### src/rtl/cfss_pkg.sv
package cfss_pkg;

  localparam int NUM_CLASS   = 10;
  localparam int VEC_LEN     = 5;
  localparam int QUEUE_DEPTH = 4;

  localparam logic [7:0] CH_H_UP = 8'h48;
  localparam logic [7:0] CH_H_LO = 8'h68;
  localparam logic [7:0] CH_E_UP = 8'h45;
  localparam logic [7:0] CH_E_LO = 8'h65;
  localparam logic [7:0] CH_C_UP = 8'h43;
  localparam logic [7:0] CH_C_LO = 8'h63;
  localparam logic [7:0] CH_DASH = 8'h2D;
  localparam logic [7:0] CH_B_LO = 8'h62;

  localparam logic [3:0] IDX_LAST_FRAC = 4'd9;
  localparam logic [3:0] IDX_COS       = 4'd10;
  localparam logic [3:0] IDX_CORR      = 4'd11;
  localparam logic [3:0] IDX_EXP       = 4'd12;
  localparam logic [3:0] IDX_DOT       = 4'd13;

  localparam logic [31:0] ONE_Q28      = 32'h1000_0000;
  localparam logic [31:0] ONE_Q30      = 32'h4000_0000;
  localparam logic [31:0] LN2_Q28      = 32'd186065280;
  localparam logic [4:0]  TAYLOR_TERMS = 5'd16;
  localparam logic [5:0]  EXP_K_MAX    = 6'd40;
  localparam logic [5:0]  FRAC_STEPS   = 6'd29;
  localparam logic [5:0]  WIDE_STEPS   = 6'd32;

  typedef struct packed {
    logic [NUM_CLASS-1:0] hit;
    logic                 last;
  } cfss_item_t;

endpackage

### src/rtl/cfss_front.sv
module cfss_front (
  input  logic                clk_i,
  input  logic                rst_ni,
  input  logic                s_tvalid_i,
  output logic                s_tready_o,
  input  logic [31:0]         s_tdata_i,
  input  logic                s_tlast_i,
  input  logic                pop_i,
  output logic                valid_o,
  output cfss_pkg::cfss_item_t item_o
);
  import cfss_pkg::*;

  localparam int PW = $clog2(QUEUE_DEPTH);
  localparam int CNTW = $clog2(QUEUE_DEPTH + 1);

  logic [7:0] qs, qb, ms, mb;
  cfss_item_t cls;
  cfss_item_t queue_q [QUEUE_DEPTH];
  logic [PW-1:0] wr_q, rd_q;
  logic [CNTW-1:0] cnt_q;
  logic push, pop;

  assign qs = s_tdata_i[7:0];
  assign qb = s_tdata_i[15:8];
  assign ms = s_tdata_i[23:16];
  assign mb = s_tdata_i[31:24];

  always_comb begin
    cls.hit[0] = (qs == CH_H_UP) || (qs == CH_H_LO);
    cls.hit[1] = (qs == CH_E_UP) || (qs == CH_E_LO);
    cls.hit[2] = (qs == CH_C_UP) || (qs == CH_C_LO);
    cls.hit[3] = (qb == CH_DASH) || (qb == CH_B_LO);
    cls.hit[4] = (qb == CH_E_UP) || (qb == CH_E_LO);
    cls.hit[5] = (ms == CH_H_UP);
    cls.hit[6] = (ms == CH_E_UP);
    cls.hit[7] = (ms == CH_C_UP);
    cls.hit[8] = (mb == CH_DASH) || (mb == CH_B_LO);
    cls.hit[9] = (mb == CH_E_UP) || (mb == CH_E_LO);
    cls.last   = s_tlast_i;
  end

  assign s_tready_o = (cnt_q != CNTW'(QUEUE_DEPTH));
  assign valid_o    = (cnt_q != '0);
  assign item_o     = queue_q[rd_q];
  assign push       = s_tvalid_i && s_tready_o;
  assign pop        = pop_i && valid_o;

  always_ff @(posedge clk_i or negedge rst_ni) begin
    if (!rst_ni) begin
      wr_q  <= '0;
      rd_q  <= '0;
      cnt_q <= '0;
    end else begin
      if (push) begin
        wr_q <= wr_q + PW'(1);
      end
      if (pop) begin
        rd_q <= rd_q + PW'(1);
      end
      if (push && !pop) begin
        cnt_q <= cnt_q + CNTW'(1);
      end else if (pop && !push) begin
        cnt_q <= cnt_q - CNTW'(1);
      end
    end
  end

  always_ff @(posedge clk_i) begin
    if (push) begin
      queue_q[wr_q] <= cls;
    end
  end

endmodule

### config.mk
export PLATFORM = sky130hd
export DESIGN_NAME = cfss_front
export DESIGN_NICKNAME = d
export VERILOG_FILES = /design/src/rtl/cfss_pkg.sv /design/src/rtl/cfss_front.sv
export SDC_FILE = /design/constraint.sdc
export NUM_CORES = 1
export LEC_CHECK = 0
export ABC_AREA = 1
export BUFFER_PORTS_ARGS = -buffer_cell sky130_fd_sc_hd__buf_2
export CORE_AREA = 10 10 83 85
export CTS_CLUSTER_DIAMETER = 100
export CTS_CLUSTER_SIZE = 30
export DETAILED_ROUTE_END_ITERATION = 10
export DIE_AREA = 0 0 93 95
export PLACE_DENSITY = 0.82
export SLEW_MARGIN = 20
export SYNTH_ARGS = -nofsm -noshare
export SYNTH_HDL_FRONTEND = slang
export SYNTH_SLANG_ARGS = --single-unit
### constraint.sdc
create_clock -name clk_i -period 1.7 [get_ports clk_i]
set_input_delay 0.255 -clock clk_i [delete_from_list [all_inputs] [get_ports clk_i]]
set_output_delay 0.255 -clock clk_i [all_outputs]
set_load 0.02 [all_outputs]
== Word-level counts from Yosys, hierarchy flattened ==
Memory sizes are Yosys's and may differ from the RTL's.
Index checks and enable logic that the tools add are counted.
Storage, ports and cells
  memories: 1
  flip-flop bits (word level): 7
  word-level logic and storage cells: 45
  input port bits: 37
  bits in writable memories: 44
  output and inout port bits: 13
Memory list
  queue_q: depth 4, bits a word 11, read ports 1, clocked after memory_dff 0, wr ports 1, line cfss_front.sv:19  | cfss_item_t queue_q [QUEUE_DEPTH];
Operators by class
  add/subtract/negate cells: 4
  reductions and logical operators: 15
  multiplexer cells: 4
  eq/ne operators: 18
Operators by type and width (count)
  equality test 8 x 7 -> 1 bit (second input constant): 15
  equality test 8 x 6 -> 1 bit (second input constant): 2
  logical OR 1 bit: 7
  two-way mux 3 bit: 2
  adder 2 x 1 -> 2 bit (second input constant): 2
  logical AND 1 bit: 4
  adder 3 x 1 -> 3 bit (second input constant): 1
  != test 3 bit (second input constant): 1
  nonzero test 3 bit: 1
  subtractor 3 x 1 -> 3 bit (second input constant): 1
  logical NOT 1 bit: 2
  two-way mux 1 bit: 2
  nonzero test 2 bit: 1

== Logic depth before layout (Yosys ltp) ==
Gate-level depths: netlist of run 1.
  depth after elaboration: 6
  depth in mapped cells: 12
  mapped depth without buffers: 12

== Least setup slack after synthesis of run 1 ==
OpenSTA, ideal clock, no wires.
  path kind: reg2reg
  start point: reg cnt_q[0]
  end point: reg cnt_q[2]
  setup slack: -0.158 ns
  data arrival time: 1.741 ns
  library setup time: 0.117 ns
  cell stages (with the launch flop): 11
  period minus slack after synthesis: 1.858 ns
  data required time: 1.583 ns
  buffers on the path: 0
  cells stage by stage: dfrtp_1 -> inv_1 -> nand3_1 -> nand2_1 -> ha_1 -> inv_1 -> fa_1 -> nand2_1 -> nand3_1 -> nand2_1 -> nand2_1
On the way
  word-level cells in the longest chain between the ends: 5
  elaborated cells between the ends (all ways): 13
  classes of those cells: add/sub: 2; eq/ne: 1; mux: 2; reduce/logical: 8
Ends and longest elaborated chain
  start: declaration: line cfss_front.sv:21  | logic [CNTW-1:0] cnt_q;
  start signal: assignment: line cfss_front.sv:62  | cnt_q <= cnt_q + CNTW'(1);
  start signal: assignment: line cfss_front.sv:64  | cnt_q <= cnt_q - CNTW'(1);
  nonzero test 3 bit *: line cfss_front.sv:44  | assign valid_o = (cnt_q != '0);
  via valid_o: line cfss_front.sv:9  | output logic valid_o,
  logical AND 1 bit *: line cfss_front.sv:47  | assign pop = pop_i && valid_o;
  logical NOT 1 bit: line cfss_front.sv:61  | if (push && !pop) begin
  logical AND 1 bit: line cfss_front.sv:61
  two-way mux 3 bit / nonzero test 2 bit (equally long branches)
Mark *: on every way through the listed nets, which the timed path passes. The rest lies on a longest branch. The select of a mux whose other input is x is not followed.
A chain may end at the register's enable or synchronous reset.

== Final worst setup path of run 1 ==
  start point: reg cnt_q[1]
  end point: reg cnt_q[1]
On the way
  word-level cells in the longest chain between the ends: 5
  elaborated cells between the ends (all ways): 13
  classes of those cells: add/sub: 2; eq/ne: 1; mux: 2; reduce/logical: 8
Ends and longest elaborated chain
  != test 3 bit *: line cfss_front.sv:43  | assign s_tready_o = (cnt_q != CNTW'(QUEUE_DEPTH));
  logical AND 1 bit *: line cfss_front.sv:46  | assign push = s_tvalid_i && s_tready_o;
  via push: line cfss_front.sv:22  | logic push, pop;
  logical NOT 1 bit: line cfss_front.sv:63  | end else if (pop && !push) begin
  logical AND 1 bit: line cfss_front.sv:63
  nonzero test 2 bit (no line)
Marks and branches as above.

==> key figures, run 1 <==
Run status
  – Outcome: complete, no violations

Worst setup path
  – R2R depth: 9
  – Worst Path Required: 1.89 ns
  – Worst Setup Start Kind: flip-flop
  – Critical R2R Launch: cnt_q[1]
  – Crit Path Max Fanout: 4
  – Class of the most critical setup path: flip-flop to flip-flop
  – Setup slack of the worst register-to-register path: 0.05 ns
  – Sort of element at the end of the critical path: flip-flop
  – Capturing point of the worst reg2reg path: cnt_q[1]
  – Data arrival time at the worst-slack endpoint: 1.85 ns

Clock tree
  – H-tree lvl count: 2
  – Register clock-pin slew on the reported worst setup and hold paths: 0.09 ns
  – Clock tree from TritonCTS: done
  – CTS Buffer Depth: 2
  – Total number of clock tree sinks: 51
  – Clock latency at the later pin of the worst-skew pair: 0.31 ns
  – TritonCTS buffer count: 5
  – Root buffer cell: sky130_fd_sc_hd__clkbuf_8

Logic synthesis
  – Post-synthesis share of cell area spent on xor and xnor gates: 0.350%
  – Dominant cell type by area after synthesis: sky130_fd_sc_hd__edfxtp_1
  – Asr flop ratio synth: 13.7%
  – Post-Synth Adder-Cell Area: 3.30%
  – Dominant cell by count in the synthesized netlist: sky130_fd_sc_hd__nand2_1
  – Commonest cells in the synthesized netlist: sky130_fd_sc_hd__nand2_1, sky130_fd_sc_hd__inv_1, sky130_fd_sc_hd__edfxtp_1
  – Warnings, synthesis: 0
  – Synth Flop Type: sky130_fd_sc_hd__edfxtp_1
  – Synth top area cells: sky130_fd_sc_hd__edfxtp_1, sky130_fd_sc_hd__nand2_1, sky130_fd_sc_hd__inv_1
  – Synthesized-area fraction occupied by ao, oa, aoi and oai cells: 6.81%
  – Number of flops mapped to enable cells by yosys: 44
  – Mux contribution to synthesized area: 0%
  – Sequential-to-total area share from yosys stat: 59.9%
  – Synthesized net count: 304
  – Main combinational cell family by area after synthesis: simple AND/OR/NAND/NOR gates
  – Area of the mapped netlist: 2500 µm²
  – Top-area cell type share of the netlist area: 52.9%
  – Mean instance size in the synthesized netlist: 9.58 µm²
  – Post-synthesis simple-gate area fraction: 18.9%
  – Number of cells produced by synthesis: 261
  – Seq cells post-synth: 51
  – Number of distinct library cells after synthesis: 18

Timing
  – Final Max Tran Viols: 0
  – Period utilization: 97.3%
  – Final setup violation count: 0
  – Largest clock skew in the final design: 0.00930 ns
  – Slew at the pin closest to its max-slew limit: 0.364 ns
  – Maximum clock frequency: 605 MHz
  – Setup TNS: 0 ns
  – Final worst path period need: 1.65 ns
  – Worst Setup Slack, final: 0.0458 ns
  – Worst slew margin relative to its limit: 75.5%
  – Unrepaired setup endpoints after global routing: yes
  – Hold violation total from the final report: 0

Global route
  – Remaining Overflow, GRT: 0
  – Pin count of the biggest net entering global routing: 47
  – Vias in the first global route: 1,930
  – Global-route wire length before repair: 8.10 mm
  – Initial antenna violation count: 0
  – Combined global-route utilization of all metal layers: 11.5%

Hold path
  – Kind of path behind the tightest hold check: input pin to flip-flop
  – Worst Hold Path Cells: 1
  – Startpoint of the tightest hold check path: s_tlast_i
  – Min-Delay Endpoint: queue_q[2][0]

Route
  – Vias per std cell: 4.78
  – DRC errors left: 0
  – Overall via count from detail_route: 1,930
  – Total wirelength of the detailed-routed design: 5.73 mm
  – Routed wire per std cell: 14.2 µm
  – Detailed-router iteration count before antenna repair: 4
  – Number of DRC violations after detailed-routing iteration 0: 82
  – Number of routed nets with antenna violations: 0

Layout
  – Antenna Cells: 0
  – Total number of nets in the final design: 374
  – Share of post-route cells with drive strength above 1: 27.1%
  – Layout Cells excl Fill: 404
  – Layout area overhead: 26.8%
  – Final core utilization: 59.4%

Placement
  – Post-Place Worst Slack: -0.0376 ns
  – Weighted congestion reported at the end of routability-driven placement: 0.717
  – Detailed placer's ending HPWL: 3.59 mm
  – Placed Cells incl. Taps: 386
  – Count of input and output buffers: 48

Floorplan
  – Die width: 93 µm
  – Vertical extent of the die: 95 µm
  – Top Ports: 50
  – Core footprint: 5340 µm²
  – Effective utilization at floorplan: 46.8%
  – Number of rows in the core area: 27
  – Full die area: 8840 µm²

Power and ir drop
  – LEAKAGE: 1.47 nW
  – Power, Total: 0.00511 W
  – P per Cell Area: 1610 nW/µm²
  – VDD IR-drop max: 663 µV

Run
  – Max Cap Viol: 0
-- layout by cell type (no fill, tap or decap) --
cell	n
sky130_fd_sc_hd__nand2_1	74
sky130_fd_sc_hd__inv_1	50
sky130_fd_sc_hd__buf_2	46
sky130_fd_sc_hd__edfxtp_1	44
sky130_fd_sc_hd__o211ai_1	22
sky130_fd_sc_hd__nor2_1	22
sky130_fd_sc_hd__buf_4	15
sky130_fd_sc_hd__nand3_1	12
sky130_fd_sc_hd__inv_2	5
sky130_fd_sc_hd__clkbuf_8	5
sky130_fd_sc_hd__dfrtp_1	5
sky130_fd_sc_hd__ha_1	4
sky130_fd_sc_hd__buf_6	3
sky130_fd_sc_hd__clkinvlp_4	2
sky130_fd_sc_hd__nand3_4	2
sky130_fd_sc_hd__nand2_4	2
sky130_fd_sc_hd__nor3_1	2
sky130_fd_sc_hd__nand4_1	2
sky130_fd_sc_hd__clkbuf_16	2
sky130_fd_sc_hd__dfrtp_2	2
sky130_fd_sc_hd__inv_4	1
sky130_fd_sc_hd__nor3b_1	1
sky130_fd_sc_hd__o21ai_1	1
sky130_fd_sc_hd__xnor2_1	1
sky130_fd_sc_hd__fa_2	1
sky130_fd_sc_hd__ha_4	1
sky130_fd_sc_hd__clkbuf_1	1
sky130_fd_sc_hd__inv_6	1
sky130_fd_sc_hd__bufinv_16	1
sky130_fd_sc_hd__dlygate4sd3_1	1
sky130_fd_sc_hd__buf_12	1
-- flip-flops by register name, indices dropped and copies added, names as in the netlist --
signal / flops
queue_q: 44
rd_q: 2
cnt_q: 3
wr_q: 2
-- critical path, cell delays in order, from the launching register on --
cell and delay [ns]:
sky130_fd_sc_hd__dfrtp_1 0.41, sky130_fd_sc_hd__inv_2 0.12, sky130_fd_sc_hd__nand3_4 0.11, sky130_fd_sc_hd__nand2_4 0.09, sky130_fd_sc_hd__inv_2 0.05, sky130_fd_sc_hd__ha_4 0.15, sky130_fd_sc_hd__inv_2 0.06, sky130_fd_sc_hd__fa_2 0.42
sky130_fd_sc_hd__nand2_1 0.07, sky130_fd_sc_hd__o21ai_1 0.06
-- per-stage QoR --
step	hold WS [ns]	cell area [µm²]
2_1_floorplan	-0.0406	2530
3_3_place_gp	0.0981	2900
3_5_place_dp	0.101	2900
4_1_cts	0.172	3040
5_1_grt	0.168	3170
6_report	0.178	3170
-- repair_timing --
item                                    4_1_cts  5_1_grt
gates cloned                                  0        4
setup buffers                                 1        4
gates resized for setup                       3       14
endpoints found under the hold margin         7        0
pin swaps                                     1        4
hold buffers                                  1        0
endpoints found under the setup margin        8       13
-- power breakdown --
part	total, W	switching (W)	internal [W]
clock network	0.000831	0.000387	0.000445
logic	0.00243	0.00146	0.000978
registers	0.00185	0.000152	0.00170
total	0.00511	0.00200	0.00312
-- cell families after synthesis --
group | after synthesis
flops | 51
fa+ha+maj | 6
compound gates | 23
xor+xnor | 1
buf+inv | 63
simple gates | 117
-- final cells by class --
cell class / instances / area, µm²
clock inverters: 2 / 38.8
inverters: 57 / 220
multi-input cells: 147 / 785
fillers: 448 / 2170
repair buffers: 68 / 457
repair inverters: 1 / 7.51
clock buffers: 6 / 72.6
well taps: 72 / 90.1
flip-flops and latches: 51 / 1500
-- worst max-delay path by stage --
stage,startpoint,to,cells past startpoint
after CTS,rd_q[0],item_o[4],6
after global routing,cnt_q[1],cnt_q[1],9
after floorplan,cnt_q[2],cnt_q[2],10
after detailed placement,cnt_q[2],cnt_q[2],10
final,cnt_q[1],cnt_q[1],9
after global placement,cnt_q[2],cnt_q[2],10
-- routing by layer --
metal  up-vias  share of wire, %  global-route usage [%]
met3         8               4.6                    4.12
met4         0               1.6                    5.91
met2        40                53                    20.5
li1        981                 -                       -
met5         -                 0                       0
met1       901                40                    11.7
Power figures use the tool's default switching activity.
==> run 2, diff against run 1 <==
--- a/config.mk
+++ b/config.mk
@@ -5,13 +5,12 @@
 export SDC_FILE = /design/constraint.sdc
 export NUM_CORES = 1
 export LEC_CHECK = 0
-export ABC_AREA = 1
 export BUFFER_PORTS_ARGS = -buffer_cell sky130_fd_sc_hd__buf_2
-export CORE_AREA = 10 10 83 85
+export CORE_AREA = 10 10 79 81
 export CTS_CLUSTER_DIAMETER = 100
 export CTS_CLUSTER_SIZE = 30
 export DETAILED_ROUTE_END_ITERATION = 10
-export DIE_AREA = 0 0 93 95
+export DIE_AREA = 0 0 89 91
 export PLACE_DENSITY = 0.82
 export SLEW_MARGIN = 20
 export SYNTH_ARGS = -nofsm -noshare
==> run 2 against run 1 <==
- setup slack worse by 0.18 ns
- register-to-register slack got worse by 0.18 ns
- clock power is 2% lower
- the flow now finishes with violations (setup timing)
- critical endpoint is now cnt_q[2]
==> key figures, run 2 <==
Run status
  – Outcome: finished, violations left
  – Failing checks: setup timing

Logic synthesis
  – Number of distinct library cells after synthesis: 28
  – Mean instance size in the synthesized netlist: 18.1 µm²
  – Seq cells post-synth: 51
  – Synthesized net count: 164
  – Synth top area cells: sky130_fd_sc_hd__edfxtp_1, sky130_fd_sc_hd__mux4_2, sky130_fd_sc_hd__dfrtp_1
  – Dominant cell type by area after synthesis: sky130_fd_sc_hd__edfxtp_1
  – Commonest cells in the synthesized netlist: sky130_fd_sc_hd__edfxtp_1, sky130_fd_sc_hd__mux4_2, sky130_fd_sc_hd__nor2_1
  – Number of flops mapped to enable cells by yosys: 44
  – Synth Flop Type: sky130_fd_sc_hd__edfxtp_1
  – Number of cells produced by synthesis: 121
  – Top-area cell type share of the netlist area: 60.3%
  – Asr flop ratio synth: 13.7%
  – Sequential-to-total area share from yosys stat: 68.3%
  – Area of the mapped netlist: 2190 µm²
  – Dominant cell by count in the synthesized netlist: sky130_fd_sc_hd__edfxtp_1
  – Warnings, synthesis: 0

Timing
  – Final Max Tran Viols: 0
  – Period utilization: 108%
  – Final setup violation count: 13
  – Worst slew margin relative to its limit: 57.6%
  – Maximum clock frequency: 545 MHz
  – Slew at the pin closest to its max-slew limit: 0.627 ns
  – Worst Setup Slack, final: -0.136 ns
  – Hold violation total from the final report: 0
  – Largest clock skew in the final design: 0.00369 ns
  – Final worst path period need: 1.84 ns
  – Unrepaired setup endpoints after global routing: yes

Route
  – DRC errors left: 0
  – Number of DRC violations after detailed-routing iteration 0: 58
  – Number of routed nets with antenna violations: 0
  – Vias per std cell: 5.27
  – Total wirelength of the detailed-routed design: 4.31 mm
  – Overall via count from detail_route: 1,327
  – Routed wire per std cell: 17.1 µm
  – Detailed-router iteration count before antenna repair: 4

Global route
  – Initial antenna violation count: 0
  – Combined global-route utilization of all metal layers: 11.4%
  – Remaining Overflow, GRT: 0
  – Pin count of the biggest net entering global routing: 17
  – Vias in the first global route: 1,526
  – Global-route wire length before repair: 7.17 mm

Placement
  – Cell area reported after detailed placement: 2670 µm²
  – Weighted congestion reported at the end of routability-driven placement: 0.729
  – Count of input and output buffers: 48
  – Detailed placer's ending HPWL: 3.42 mm

Run
  – Max Cap Viol: 0

Layout
  – Layout area overhead: 31.6%
  – Layout filler cell count: 341
  – Total number of nets in the final design: 240
  – Final core utilization: 61.8%
  – Largest register FFs: 44
  – Area of the multi-input gates: 703 µm²
  – Regs by FF count: queue_q: 44 flops, cnt_q: 3 flops
  – Biggest register: queue_q
  – Register area: 1500 µm²
  – Antenna Cells: 0
  – Share of post-route cells with drive strength above 1: 50.5%
  – Most common cell after layout, fill and taps aside: sky130_fd_sc_hd__edfxtp_1
  – Leading cell types in the layout, fill and taps excluded: sky130_fd_sc_hd__edfxtp_1, sky130_fd_sc_hd__buf_2, sky130_fd_sc_hd__buf_4
  – Area of all placed cells without fillers: 2880 µm²

Worst setup path
  – Worst Path Required: 1.92 ns
  – Combined buffer and inverter count along the critical path: 1
  – CP top delay family: simple AND/OR/NAND/NOR gates
  – Cells along the critical path: or3_4, nand2_4, ha_4, inv_2, fa_2, xor2_1, nor2_1, xor2_1
  – Worst Setup Start Kind: flip-flop
  – Worst path max stage delay: 0.40 ns
  – Class of the most critical setup path: flip-flop to flip-flop
  – Sort of element at the end of the critical path: flip-flop
  – Data arrival time at the worst-slack endpoint: 2.06 ns
  – Most repeated library cell on the critical path: sky130_fd_sc_hd__xor2_1
  – Crit Path Max Fanout: 2
  – Slowest cell on the critical path: sky130_fd_sc_hd__or3_4

Clock tree
  – H-tree lvl count: 2
  – Total number of clock tree sinks: 51
  – CTS Buffer Depth: 2
  – Root buffer cell: sky130_fd_sc_hd__clkbuf_8
  – Register clock-pin slew on the reported worst setup and hold paths: 0.09 ns
  – TritonCTS buffer count: 5
  – Clock tree from TritonCTS: done
  – Clock latency at the later pin of the worst-skew pair: 0.29 ns

Hold path
  – Kind of path behind the tightest hold check: input pin to flip-flop

Floorplan
  – Vertical extent of the die: 91 µm
  – Die width: 89 µm
  – Full die area: 8100 µm²
  – Effective utilization at floorplan: 47.0%
  – Top Ports: 50
  – Core footprint: 4660 µm²
  – Number of rows in the core area: 25

Power and ir drop
  – P per Cell Area: 1610 nW/µm²
  – VDD IR-drop max: 589 µV
  – LEAKAGE: 1.15 nW
==> run 2: timing repair <==
action,4_1_cts,5_1_grt
pin swaps,3,0
hold endpoints to repair,7,0
buffers inserted,1,1
gates resized for setup,25,0
endpoints found under the setup margin,13,13
hold buffers,1,0
==> run 2: report_power, final <==
part / internal, W / switching [W]
registers: 0.00166 / 0.000108
clock network: 0.000439 / 0.000378
logic: 0.00111 / 0.000954
==> run 2: stage by stage <==
step / setup TNS [ns] / total power, W / setup slack, ns / hold slack (ns) / cells
3_5_place_dp: -0.304 / 0.00361 / -0.168 / 0.0988 / 241
3_3_place_gp: -0.146 / 0.00349 / -0.0807 / 0.0934 / 241
4_1_cts: -1.25 / 0.00470 / -0.154 / 0.179 / 251
5_1_grt: -1.89 / 0.00492 / -0.269 / 0.181 / 252
2_1_floorplan: -0.364 / 0.00290 / -0.189 / -0.0406 / 121
6_report: -0.950 / 0.00465 / -0.136 / 0.184 / 252
==> run 2: final timing paths <==
| check | slack [ns] | endpoint | depth (start not counted) | startpoint |
|---|---|---|---|---|
| min | 0.18 | queue_q[0][0] | 1 | s_tlast_i |
| max reg2reg | -0.14 | cnt_q[2] | 8 | cnt_q[0] |
| min in group asynchronous | 0.31 | cnt_q[0] | 2 | rst_ni |
| min reg2reg | 0.60 | wr_q[1] | 1 | wr_q[1] |
| max | -0.14 | cnt_q[2] | 8 | cnt_q[0] |
| max in group asynchronous | 1.23 | rd_q[1] | 2 | rst_ni |
==> run 2: per-layer routing <==
layer / routed length [µm] / GRT usage (%) / vias to the layer above
li1: - / - / 626
met1: 1540 / 11.4 / 658
met2: 2510 / 21.0 / 34
met3: 168 / 2.41 / 9
met4: 93 / 5.84 / 0
met5: 0 / 0 / -
==> run 2: kinds of logic after synthesis <==
kind of cell	count (synthesis)	synth area share (%)
flip-flops	51	68.3
AND/OR/NAND/NOR	37	11.1
multiplexers	13	12.3
XOR/XNOR	6	2.40
adder cells (fa/ha/maj)	6	3.77
buffers and inverters	5	1.09
AO/OA/AOI/OAI	3	0.971
==> run 2: final cells by class <==
type | count | area share (%)
Clock buffer | 5 | 2.39
Tap cell | 54 | 2.34
Timing Repair Buffer | 71 | 17.1
Multi-Input combinational cell | 65 | 24.4
Sequential cell | 51 | 51.9
Inverter | 3 | 0.391
Clock inverter | 3 | 1.48
